<file path="config.mk">
export PLATFORM = sky130hd
export DESIGN_NAME = acpi_s5_sleep_type_scan_core_flat
export DESIGN_NICKNAME = d
export VERILOG_FILES = /design/src/as5_pkg.sv /design/src/as5_in_if.sv /design/src/as5_out_if.sv /design/src/as5_parser.sv /design/src/as5_out_reg.sv /design/src/acpi_s5_sleep_type_scan_core.sv /design/src/flat_wrapper.sv
export VERILOG_INCLUDE_DIRS = /design/src /design/src/src
export SDC_FILE = /design/constraint.sdc
export NUM_CORES = 1
export LEC_CHECK = 0
export BUFFER_PORTS_ARGS = -buffer_cell sky130_fd_sc_hd__buf_2
export CORE_UTILIZATION = 55
export CTS_BUF_LIST = sky130_fd_sc_hd__clkbuf_2
export CTS_CLUSTER_SIZE = 14
export DETAILED_ROUTE_END_ITERATION = 12
export PLACE_DENSITY = 0.81
export SLEW_MARGIN = 30
export SYNTH_ARGS = -nofsm -noshare
export SYNTH_HDL_FRONTEND = slang
export SYNTH_SLANG_ARGS = --single-unit
</file>
<file path="constraint.sdc">
create_clock -name clk -period 3 [get_ports clk]
set_input_delay 0.3 -clock clk [delete_from_list [all_inputs] [get_ports clk]]
set_output_delay 0.3 -clock clk [all_outputs]
set_load 0.02 [all_outputs]
</file>
<file path="src/acpi_s5_sleep_type_scan_core_defines.svh">
// Assertion macros used by the parse state machine of the sleep type scanner.
`ifndef ACPI_S5_SLEEP_TYPE_SCAN_CORE_DEFINES_SVH
`define ACPI_S5_SLEEP_TYPE_SCAN_CORE_DEFINES_SVH

`ifndef SYNTHESIS

`define AS5_ASSERT_SAME(label, clk, rst_n, ante, cons) \
	label: assert property (@(posedge clk) disable iff (!rst_n) (ante) |-> (cons)) \
		else $error("as5 same-cycle check failed");

`define AS5_ASSERT_NEXT(label, clk, rst_n, ante, cons) \
	label: assert property (@(posedge clk) disable iff (!rst_n) (ante) |=> (cons)) \
		else $error("as5 next-cycle check failed");

`else

`define AS5_ASSERT_SAME(label, clk, rst_n, ante, cons)

`define AS5_ASSERT_NEXT(label, clk, rst_n, ante, cons)

`endif

`endif

</file>
<file path="src/as5_pkg.sv">
// Shared opcodes and types of the sleep type scanner.
`timescale 1ns / 1ps

package as5_pkg;

	localparam logic [7:0] OP_NAME       = 8'h08;
	localparam logic [7:0] OP_ROOT       = 8'h5C;
	localparam logic [7:0] OP_PACKAGE    = 8'h12;
	localparam logic [7:0] OP_ZERO       = 8'h00;
	localparam logic [7:0] OP_ONE        = 8'h01;
	localparam logic [7:0] OP_BYTE       = 8'h0A;
	localparam logic [7:0] OP_WORD       = 8'h0B;
	localparam logic [7:0] CHAR_USCORE   = 8'h5F;
	localparam logic [7:0] CHAR_S        = 8'h53;
	localparam logic [7:0] CHAR_FIVE     = 8'h35;
	localparam logic [7:0] TYPE_MAX      = 8'h07;

	typedef struct packed {
		logic       found;
		logic [2:0] sleep_type;
	} result_t;

endpackage

</file>
<file path="src/as5_in_if.sv">
// Byte stream channel into the scanner.
`timescale 1ns / 1ps

interface as5_in_if;
	logic       valid;
	logic       ready;
	logic [7:0] data_byte;
	logic       last_byte;

	modport source (output valid, output data_byte, output last_byte, input ready);
	modport sink (input valid, input data_byte, input last_byte, output ready);
endinterface

</file>
<file path="src/as5_out_if.sv">
// Result channel out of the scanner.
`timescale 1ns / 1ps

interface as5_out_if;
	logic       valid;
	logic       ready;
	logic       found;
	logic [2:0] sleep_type;

	modport source (output valid, output found, output sleep_type, input ready);
	modport sink (input valid, input found, input sleep_type, output ready);
endinterface

</file>
<file path="src/as5_parser.sv">
// Input register and AML parse state machine of the scanner.
`timescale 1ns / 1ps
`include "acpi_s5_sleep_type_scan_core_defines.svh"

module as5_parser (
	input  logic             clk,
	input  logic             arst_n,
	as5_in_if.sink           stream,
	input  logic             slot_free,
	output logic             load,
	output as5_pkg::result_t res
);

	typedef enum logic [3:0] {
		PH_SEARCH = 4'd0,
		PH_NAME   = 4'd1,
		PH_ROOT   = 4'd2,
		PH_U1     = 4'd3,
		PH_S      = 4'd4,
		PH_FIVE   = 4'd5,
		PH_U2     = 4'd6,
		PH_LEAD   = 4'd7,
		PH_SKIP   = 4'd8,
		PH_COUNT  = 4'd9,
		PH_ELEM   = 4'd10,
		PH_BYTEV  = 4'd11,
		PH_WLO    = 4'd12,
		PH_WHI    = 4'd13,
		PH_DONE   = 4'd14
	} phase_t;

	logic       valid_s1;
	logic [7:0] byte_s1;
	logic       last_s1;

	phase_t     phase_q, phase_d;
	logic [1:0] left_q, left_d;
	logic [7:0] low_q, low_d;
	logic       made_q, made_d;
	logic       found_q, found_d;
	logic [2:0] value_q, value_d;

	logic       adv;

	function automatic phase_t restart(input logic [7:0] b);
		phase_t p;
		p = (b == as5_pkg::OP_NAME) ? PH_NAME : PH_SEARCH;
		return p;
	endfunction

	assign adv          = valid_s1 && (!last_s1 || slot_free);
	assign stream.ready = !valid_s1 || adv;
	assign load         = adv && last_s1;

	always_comb begin
		phase_d = phase_q;
		left_d  = left_q;
		low_d   = low_q;
		made_d  = made_q;
		found_d = found_q;
		value_d = value_q;
		unique case (phase_q)
			PH_SEARCH: phase_d = restart(byte_s1);
			PH_NAME: begin
				if (byte_s1 == as5_pkg::OP_ROOT)
					phase_d = PH_ROOT;
				else if (byte_s1 == as5_pkg::CHAR_USCORE)
					phase_d = PH_S;
				else
					phase_d = restart(byte_s1);
			end
			PH_ROOT: phase_d = (byte_s1 == as5_pkg::CHAR_USCORE) ? PH_S : restart(byte_s1);
			PH_S:    phase_d = (byte_s1 == as5_pkg::CHAR_S) ? PH_FIVE : restart(byte_s1);
			PH_FIVE: phase_d = (byte_s1 == as5_pkg::CHAR_FIVE) ? PH_U2 : restart(byte_s1);
			PH_U2:   phase_d = (byte_s1 == as5_pkg::CHAR_USCORE) ? PH_U1 : restart(byte_s1);
			PH_U1:   phase_d = (byte_s1 == as5_pkg::OP_PACKAGE) ? PH_LEAD : restart(byte_s1);
			PH_LEAD: begin
				left_d  = byte_s1[7:6];
				phase_d = (byte_s1[7:6] != 2'd0) ? PH_SKIP : PH_COUNT;
			end
			PH_SKIP: begin
				left_d = left_q - 2'd1;
				if (left_q == 2'd1)
					phase_d = PH_COUNT;
			end
			PH_COUNT: begin
				if (byte_s1 == 8'd0) begin
					made_d  = 1'b1;
					found_d = 1'b0;
					value_d = 3'd0;
					phase_d = PH_DONE;
				end else begin
					phase_d = PH_ELEM;
				end
			end
			PH_ELEM: begin
				priority if (byte_s1 == as5_pkg::OP_ZERO || byte_s1 == as5_pkg::OP_ONE) begin
					made_d  = 1'b1;
					found_d = 1'b1;
					value_d = {2'd0, byte_s1[0]};
					phase_d = PH_DONE;
				end else if (byte_s1 == as5_pkg::OP_BYTE) begin
					phase_d = PH_BYTEV;
				end else if (byte_s1 == as5_pkg::OP_WORD) begin
					phase_d = PH_WLO;
				end else begin
					made_d  = 1'b1;
					found_d = 1'b0;
					value_d = 3'd0;
					phase_d = PH_DONE;
				end
			end
			PH_BYTEV: begin
				made_d  = 1'b1;
				found_d = (byte_s1 <= as5_pkg::TYPE_MAX);
				value_d = (byte_s1 <= as5_pkg::TYPE_MAX) ? byte_s1[2:0] : 3'd0;
				phase_d = PH_DONE;
			end
			PH_WLO: begin
				low_d   = byte_s1;
				phase_d = PH_WHI;
			end
			PH_WHI: begin
				made_d  = 1'b1;
				found_d = (byte_s1 == 8'd0) && (low_q <= as5_pkg::TYPE_MAX);
				value_d = ((byte_s1 == 8'd0) && (low_q <= as5_pkg::TYPE_MAX)) ?
					low_q[2:0] : 3'd0;
				phase_d = PH_DONE;
			end
			PH_DONE: phase_d = PH_DONE;
			default: phase_d = PH_DONE;
		endcase
	end

	assign res.found      = made_d && found_d;
	assign res.sleep_type = (made_d && found_d) ? value_d : 3'd0;

	always_ff @(posedge clk) begin
		if (stream.valid && stream.ready) begin
			byte_s1 <= stream.data_byte;
			last_s1 <= stream.last_byte;
		end
	end

	always_ff @(posedge clk or negedge arst_n) begin
		if (!arst_n) begin
			valid_s1 <= 1'b0;
			phase_q  <= PH_SEARCH;
			left_q   <= 2'd0;
			low_q    <= 8'd0;
			made_q   <= 1'b0;
			found_q  <= 1'b0;
			value_q  <= 3'd0;
		end else begin
			if (stream.ready)
				valid_s1 <= stream.valid;
			if (adv) begin
				if (last_s1) begin
					phase_q <= PH_SEARCH;
					left_q  <= 2'd0;
					low_q   <= 8'd0;
					made_q  <= 1'b0;
					found_q <= 1'b0;
					value_q <= 3'd0;
				end else begin
					phase_q <= phase_d;
					left_q  <= left_d;
					low_q   <= low_d;
					made_q  <= made_d;
					found_q <= found_d;
					value_q <= value_d;
				end
			end
		end
	end

	`AS5_ASSERT_NEXT(a_restart_after_last, clk, arst_n, load, phase_q == PH_SEARCH && !made_q)
	`AS5_ASSERT_SAME(a_decision_is_final, clk, arst_n, made_q, phase_q == PH_DONE)
	`AS5_ASSERT_SAME(a_value_needs_found, clk, arst_n, value_q != 3'd0, found_q && made_q)
	`AS5_ASSERT_SAME(a_skip_count_in_skip, clk, arst_n, left_q != 2'd0, phase_q == PH_SKIP)

endmodule

</file>
<file path="src/as5_out_reg.sv">
// Result register that drives the output channel.
`timescale 1ns / 1ps

module as5_out_reg (
	input  logic             clk,
	input  logic             arst_n,
	input  logic             load,
	input  as5_pkg::result_t res,
	output logic             slot_free,
	as5_out_if.source        result
);

	logic             valid_q;
	as5_pkg::result_t res_q;

	assign slot_free         = !valid_q || result.ready;
	assign result.valid      = valid_q;
	assign result.found      = res_q.found;
	assign result.sleep_type = res_q.sleep_type;

	always_ff @(posedge clk) begin
		if (load)
			res_q <= res;
	end

	always_ff @(posedge clk or negedge arst_n) begin
		if (!arst_n) begin
			valid_q <= 1'b0;
		end else if (load) begin
			valid_q <= 1'b1;
		end else if (result.ready) begin
			valid_q <= 1'b0;
		end
	end

endmodule

</file>
<file path="src/acpi_s5_sleep_type_scan_core.sv">
// Top level of the scanner that extracts the S5 sleep type from an AML image.
//
//   channel   modport   payload                 role
//   stream    sink      data_byte, last_byte    one image byte per transfer
//   result    source    found, sleep_type       one transfer per image
//
// Bytes are accepted back to back with no gaps unless the final byte of an image waits.
// A byte passes an input register, then updates the parse state machine.
// The result is written to the output register when the final byte is parsed.
// The final byte waits in the input register only while an earlier result is untaken.
// Reset clears all parse state at once; no clearing pass is needed.
`timescale 1ns / 1ps

module acpi_s5_sleep_type_scan_core (
	input  logic      clk,
	input  logic      arst_n,
	as5_in_if.sink    stream,
	as5_out_if.source result
);

	logic             slot_free;
	logic             load;
	as5_pkg::result_t res;

	as5_parser u_parser (
		.clk       (clk),
		.arst_n    (arst_n),
		.stream    (stream),
		.slot_free (slot_free),
		.load      (load),
		.res       (res)
	);

	as5_out_reg u_out_reg (
		.clk       (clk),
		.arst_n    (arst_n),
		.load      (load),
		.res       (res),
		.slot_free (slot_free),
		.result    (result)
	);

endmodule
</file>
<file path="src/flat_wrapper.sv">
// flat-port wrapper written by rule: the top's interface ports become plain ports
module acpi_s5_sleep_type_scan_core_flat 
  (clk, arst_n, stream_valid, stream_data_byte, stream_last_byte, stream_ready, result_valid, result_found, result_sleep_type, result_ready);
  as5_in_if stream_i ();
  as5_out_if result_i ();
  input  logic clk;
  input  logic arst_n;
  input wire logic [$bits(stream_i.valid)-1:0] stream_valid;
  input wire logic [$bits(stream_i.data_byte)-1:0] stream_data_byte;
  input wire logic [$bits(stream_i.last_byte)-1:0] stream_last_byte;
  output wire logic [$bits(stream_i.ready)-1:0] stream_ready;
  output wire logic [$bits(result_i.valid)-1:0] result_valid;
  output wire logic [$bits(result_i.found)-1:0] result_found;
  output wire logic [$bits(result_i.sleep_type)-1:0] result_sleep_type;
  input wire logic [$bits(result_i.ready)-1:0] result_ready;
  assign stream_i.valid = stream_valid;
  assign stream_i.data_byte = stream_data_byte;
  assign stream_i.last_byte = stream_last_byte;
  assign stream_ready = stream_i.ready;
  assign result_valid = result_i.valid;
  assign result_found = result_i.found;
  assign result_sleep_type = result_i.sleep_type;
  assign result_i.ready = result_ready;
  acpi_s5_sleep_type_scan_core u_core (.clk(clk), .arst_n(arst_n), .stream(stream_i), .result(result_i));
endmodule
</file>
# ---- Word-level counts from Yosys, hierarchy flattened
# Cells that the tools add are included.
dict set report word_totals {
  regBits 34
  inputBits 13
  out_inout_bits 6
  word_cells 102
}
dict set report classes {
  addsub 1
  magnitude_cmp 2
  n_eq_ne 24
  n_mux 41
  n_reduce_logical 22
}
# op count
set ops {}
lappend ops {{$pmux W4 S12} 1}
lappend ops {{$mux W3} 13}
lappend ops {{$eq A4 B4 Y1 const B} 6}
lappend ops {{$eq A8 B4 Y1 const B} 3}
lappend ops {{$eq A8 B7 Y1 const B} 3}
lappend ops {{$mux W4} 5}
lappend ops {{$eq A4 B3 Y1 const B} 4}
lappend ops {{$le A8 B3 Y1 const B} 2}
lappend ops {{$mux W8} 2}
lappend ops {{$mux W1} 14}
lappend ops {{$pmux W3 S4} 1}
lappend ops {{$eq A4 B2 Y1 const B} 2}
lappend ops {{$eq A8 B1 Y1 const B} 1}
lappend ops {{$eq A8 B5 Y1 const B} 1}
lappend ops {{$eq A8 B6 Y1 const B} 1}
lappend ops {{$logic_not A8 Y1} 1}
lappend ops {{$reduce_and A2 Y1} 3}
lappend ops {{$reduce_bool A2 Y1} 3}
lappend ops {{$logic_and A1 B1 Y1} 5}
lappend ops {{$eq A4 B1 Y1 const B} 1}
lappend ops {{$logic_not A4 Y1} 1}
lappend ops {{$logic_or A1 B1 Y1} 4}
lappend ops {{$mux W2} 2}
lappend ops {{$pmux W1 S4} 1}
lappend ops {{other kinds (8)} 10}

# ---- Depth between registers and ports, before layout
dict set report depth {
  word_depth 6
  ltp_mapped 7
}

# ---- Cells and area by module
# From an unflattened synthesis, not the netlist that was laid out.
dict set report unflattened {
  hier_cells 208
  area_unflattened_um2 2085.8
}
# module n_inst cells_each area_each_um2 seq_area_each_um2
set by_module_without_submodules {}
lappend by_module_without_submodules {as5_parser 1 201 1918.1 770.7}
lappend by_module_without_submodules {as5_out_reg 1 7 167.7 145.1}

# ---- Worst setup path before layout
# No wires, ideal clock.
dict set report synth_timing {
  path_kind {flip-flop to flip-flop}
  startpoint {register u_core.u_parser.byte_s1[4]}
  endpoint {register u_core.u_out_reg.res_q (netlist bit u_core.u_out_reg.result.sleep_type[0]), data pin}
  arrival_ns 1.524
  setup_slack_ns 1.209
  path_stages_with_launch 7
  path_buffers 1
  period_less_slack_ns 1.791
  cell_sequence {edfxtp_1 nor4_4 buf_6 o2111a_1 a311oi_1 a221oi_1 nor2_1}
}
dict set report synth_between {
  elab_chain_len 6
  word_cells_on_any_way 25
  cone_classes {1 x order compare; 3 x eq/ne; 17 x mux; 4 x reduce/logical}
}
# item line_no
set synth_rtl {}
lappend synth_rtl {{from (decl)} as5_parser.sv:33} ;# logic [7:0] byte_s1;
lappend synth_rtl {{from (signal assigned)} as5_parser.sv:140} ;# byte_s1 <= stream.data_byte;
lappend synth_rtl {{$eq A8 B4 Y1} as5_parser.sv:104} ;# end else if (byte_s1 == as5_pkg::OP_WORD) begin
lappend synth_rtl {{$mux W1} as5_parser.sv:104}
lappend synth_rtl {{$mux W1} as5_parser.sv:102} ;# end else if (byte_s1 == as5_pkg::OP_BYTE) begin
lappend synth_rtl {{$mux W1} as5_parser.sv:97} ;# priority if (byte_s1 == as5_pkg::OP_ZERO || byte_s1 == as5_pkg::OP_ONE) begin
lappend synth_rtl {{$pmux W1 S4 or $pmux W1 S3 (tied branches)} as5_parser.sv:62} ;# unique case (phase_q)
lappend synth_rtl {{$logic_and A1 B1 Y1} as5_parser.sv:136} ;# assign res.sleep_type = (made_d && found_d) ? value_d : 3'd0;
lappend synth_rtl {{to (signal assigned)} as5_out_reg.sv:23} ;# res_q <= res;
lappend synth_rtl {{to (decl)} as5_out_reg.sv:14} ;# as5_pkg::result_t res_q;
# Parallel ways exist; a longest one is shown, timed or not.
# A chain may end at the register's enable or synchronous reset.

# ---- Worst setup path after layout
# Same ends and word-level chain as after synthesis.

==> flow_summary.yaml <==
synthesis:
  synth.avg_cell_area_sq_um: 10.3
  syn-cell-area_sq_um: 2040
  muxShareOfSynthArea_pct: 1.04
  ys_top_cells_by_area: "dfrtp_1 26%, edfxtp_1 19%, a22o_1 3.9%, nor4_4 3.1%, a21oi_1 2.2%"
  syn_nets: 211
  yosysSeqAreaShare_pct: 44.9
  synth_commonest_cells: "21 x dfrtp_1, 13 x edfxtp_1, 12 x nand2_1"
  synthFlopType: "dfrtp_1"
  synth_warnings: 0
  synth_edf_count: 13
  ys_async_sr_fraction_pct: 61.8
  synth-simple-area-share_pct: 22.0
  yosys.area.top_type: "dfrtp_1"
  synth_fa_ha_area_share_pct: 0.614
  synth_top_family_by_area: "compound AO/OA/AOI/OAI gates"
  synth_compound_area_share_pct: 24.3
  synthMostInstantiatedCell: "dfrtp_1"
  synth_xor_area_share_pct: 0.859
  yosys.area.top_type_share_pct: 25.8
  ys_ff_latch: 34
  synth_cell_types: 64
  syn_inst: 197
pwr:
  power.density_nw_per_um2: 386
  clkPwrFrac_pct: 26.6
  comb_power_share_pct: 9.9
  p_int_mw: 0.593
  peakVddDrop_mv: 0.280
  power_switching_mw: 0.239
  switching_share_pct: 28.7
  p_seq_share_pct: 63.5
  power_mw: 0.832
  p_leak_nw: 0.826
clock_network:
  clock-root-buffer: "clkbuf_2"
  clk_latency_ns: 0.36
  cts_tree: "built"
  cts_buffer_depth: 2
  cts_inserted_buffers: 5
  clk_pin_slew_ns: 0.20
  cts_sinks: 34
  cts_htree_levels: 2
worst_setup_path:
  worstPathMaxFanout: 14
  cp-start-kind: "flip-flop"
  critPathArrivalTime_ns: 2.46
  r2r-start: "u_core.u_parser.byte_s1[4]$_DFFE_PP_"
  r2r-end: "u_core.u_out_reg.result.sleep_type[0]$_SDFFCE_PN0P_"
  r2r_slack_ns: 0.66
  r2r_cells: 5
  endpoint_kind: "flip-flop"
  critPathKind: "flip-flop to flip-flop"
  required_ns: 3.12
floorplanning:
  dieArea_sq_um: 3950
  row_count: 21
  die_y_um: 62.9
  io_pins: 19
  core_sq_um: 3440
  die_w_um: 62.9
  initial_utilization_pct: 59.2
grt:
  grt_pass1_vias: 1577
  grt_busiest_layer: "met2"
  grt_max_degree: 22
  grt_pass1_wl_mm: 7.44
  gr-total-overflow: 0
  met1_usage_pct: 31.9
  antenna_found_initial: 0
  grt_util_met2_pct: 37.2
  grt.total_usage_pct: 24.2
  gr-usage-met3_pct: 5.11
timing:
  setup_viol: 0
  layout_setup_ws_ns: 0.661
  fmax_ghz: 0.428
  min_period_ns: 2.34
  relSlewSlack_pct: 49.9
  worstMarginPinSlew_ns: 0.745
  hold_violations: 0
  rsz0062_at_grt: "no"
  fin_worst_skew_ns: 0.0218
  min_period_over_period_pct: 78.0
  holdWs_ns: 0.0901
  slew_violations: 0
  fin_setup_tns_ns: 0
placed_design:
  gp_congestion: 0.932
  io_buffers: 18
  dp.final_hpwl_mm: 3.13
  place_area_sq_um: 2100
  placedCellCount: 247
  pre_cts_ws_ns: 0.746
hold_path:
  hold_path_startpoint: "stream_data_byte[4]"
  hold_end: "u_core.u_parser.byte_s1[4]$_DFFE_PP_"
  holdPathStages: 1
  holdCritPathClass: "input pin to flip-flop"
final_layout:
  syn2layout_area_growth_pct: 5.65
  drive_above_1_share_pct: 16.7
  diodes: 0
  fin_cells: 256
  fin_nets: 223
  utilization_pct: 62.6
  final_area_sq_um: 2150
run_status:
  status: "completed"
detailed_routing:
  viasPerCell: 6.59
  wl_per_cell_um: 17.3
  drtAntennaViolNets: 0
  firstDrtPassIters: 5
  totalWireLength_mm: 4.42
  drt_iter0_drc: 177
  drc: 0
  vias: 1688
flow_run:
  drv_cap: 0
[worst max path at each step]
| stage | endpoint | slack, ns | start | cells past startpoint |
|---|---|---|---|---|
| final | u_core.u_out_reg.result.sleep_type[0]$_SDFFCE_PN0P_ | 0.66 | u_core.u_parser.byte_s1[4]$_DFFE_PP_ | 5 |
| after global routing | u_core.u_out_reg.result.sleep_type[0]$_SDFFCE_PN0P_ | 0.51 | u_core.u_parser.byte_s1[4]$_DFFE_PP_ | 5 |
| after CTS | u_core.u_out_reg.result.sleep_type[0]$_SDFFCE_PN0P_ | 0.70 | u_core.u_parser.byte_s1[4]$_DFFE_PP_ | 5 |
| after detailed placement | u_core.u_out_reg.result.sleep_type[0]$_SDFFCE_PN0P_ | 0.75 | u_core.u_parser.byte_s1[4]$_DFFE_PP_ | 5 |
| after global placement | u_core.u_out_reg.result.sleep_type[0]$_SDFFCE_PN0P_ | 0.80 | u_core.u_parser.byte_s1[5]$_DFFE_PP_ | 5 |
| after floorplan | u_core.u_out_reg.result.sleep_type[0]$_SDFFCE_PN0P_ | 1.21 | u_core.u_parser.byte_s1[4]$_DFFE_PP_ | 6 |
[layout by cell type, fill, tap and decap left out, types with 4 or more instances in the layout]
cell type	instances
dfrtp_1	21
clkbuf_2	5
nand2b_1	5
a22o_1	9
nor2_1	11
a31oi_1	4
inv_1	9
nor2b_1	7
o21ai_1	5
nand2_1	12
a21oi_1	9
nand3_1	4
o21ai_0	4
edfxtp_1	13
buf_2	18
[state kept, by name (all words and copies together), names as in the netlist]
signal	count
u_core.u_parser.phase_q	4
u_core.u_parser.low_q	8
u_core.u_out_reg.result.found	1
u_core.u_parser.left_q	2
u_core.u_parser.valid_s1	1
u_core.u_out_reg.result.sleep_type	3
u_core.u_parser.made_q	1
u_core.u_out_reg.result.valid	1
u_core.u_parser.found_q	1
u_core.u_parser.last_s1	1
u_core.u_parser.byte_s1	8
u_core.u_parser.value_q	3
[critical path, stage by stage (launching register included)]
cell,delay (ns)
edfxtp_1,0.52
nor4_4,0.73
a211o_2,0.27
a211oi_1,0.09
o31ai_2,0.38
nor2_1,0.09
[logic make-up (layout without fill, tap and decap cells)]
| group | after synthesis | in the layout |
|---|---|---|
| buffers and inverters | 25 | 38 |
| XOR/XNOR | 2 | 2 |
| flip-flops | 34 | 34 |
| AO/OA/AOI/OAI | 66 | 66 |
| AND/OR/NAND/NOR | 67 | 67 |
| multiplexers | 2 | 2 |
| adder cells (fa/ha/maj) | 1 | 1 |
[final cells by class]
| cell class | count | area (sq um) |
|---|---|---|
| tap | 46 | 57.6 |
| clock buffer | 5 | 25.0 |
| timing repair buffer | 19 | 100 |
| fill | 298 | 1290 |
| sequential | 34 | 916 |
| clock inverter | 3 | 18.8 |
| multi-input combinational | 138 | 995 |
| inverter | 11 | 41.3 |
[power groups by stage]
stage	clock network (mW)	logic, mW	registers (mW)
3_3_place_gp	0	0.0788	0.535
3_5_place_dp	0	0.0813	0.537
5_1_grt	0.246	0.0902	0.531
2_1_floorplan	0	0.0581	0.529
6_report	0.222	0.0822	0.528
4_1_cts	0.227	0.0824	0.527
[layer usage]
layer / routed length [um] / vias to the layer above
li1: - / 787
met1: 1900 / 786
met2: 2070 / 105
met3: 367 / 10
met4: 87 / 0
met5: 0 / -
[repair_timing]
action / CTS / global route
hold buffers: 1 / 0
setup buffers: 0 / 0
hold endpoints to repair: 21 / 0
resized for setup: 0 / 0
No activity file was read; power rests on OpenSTA's default activity.
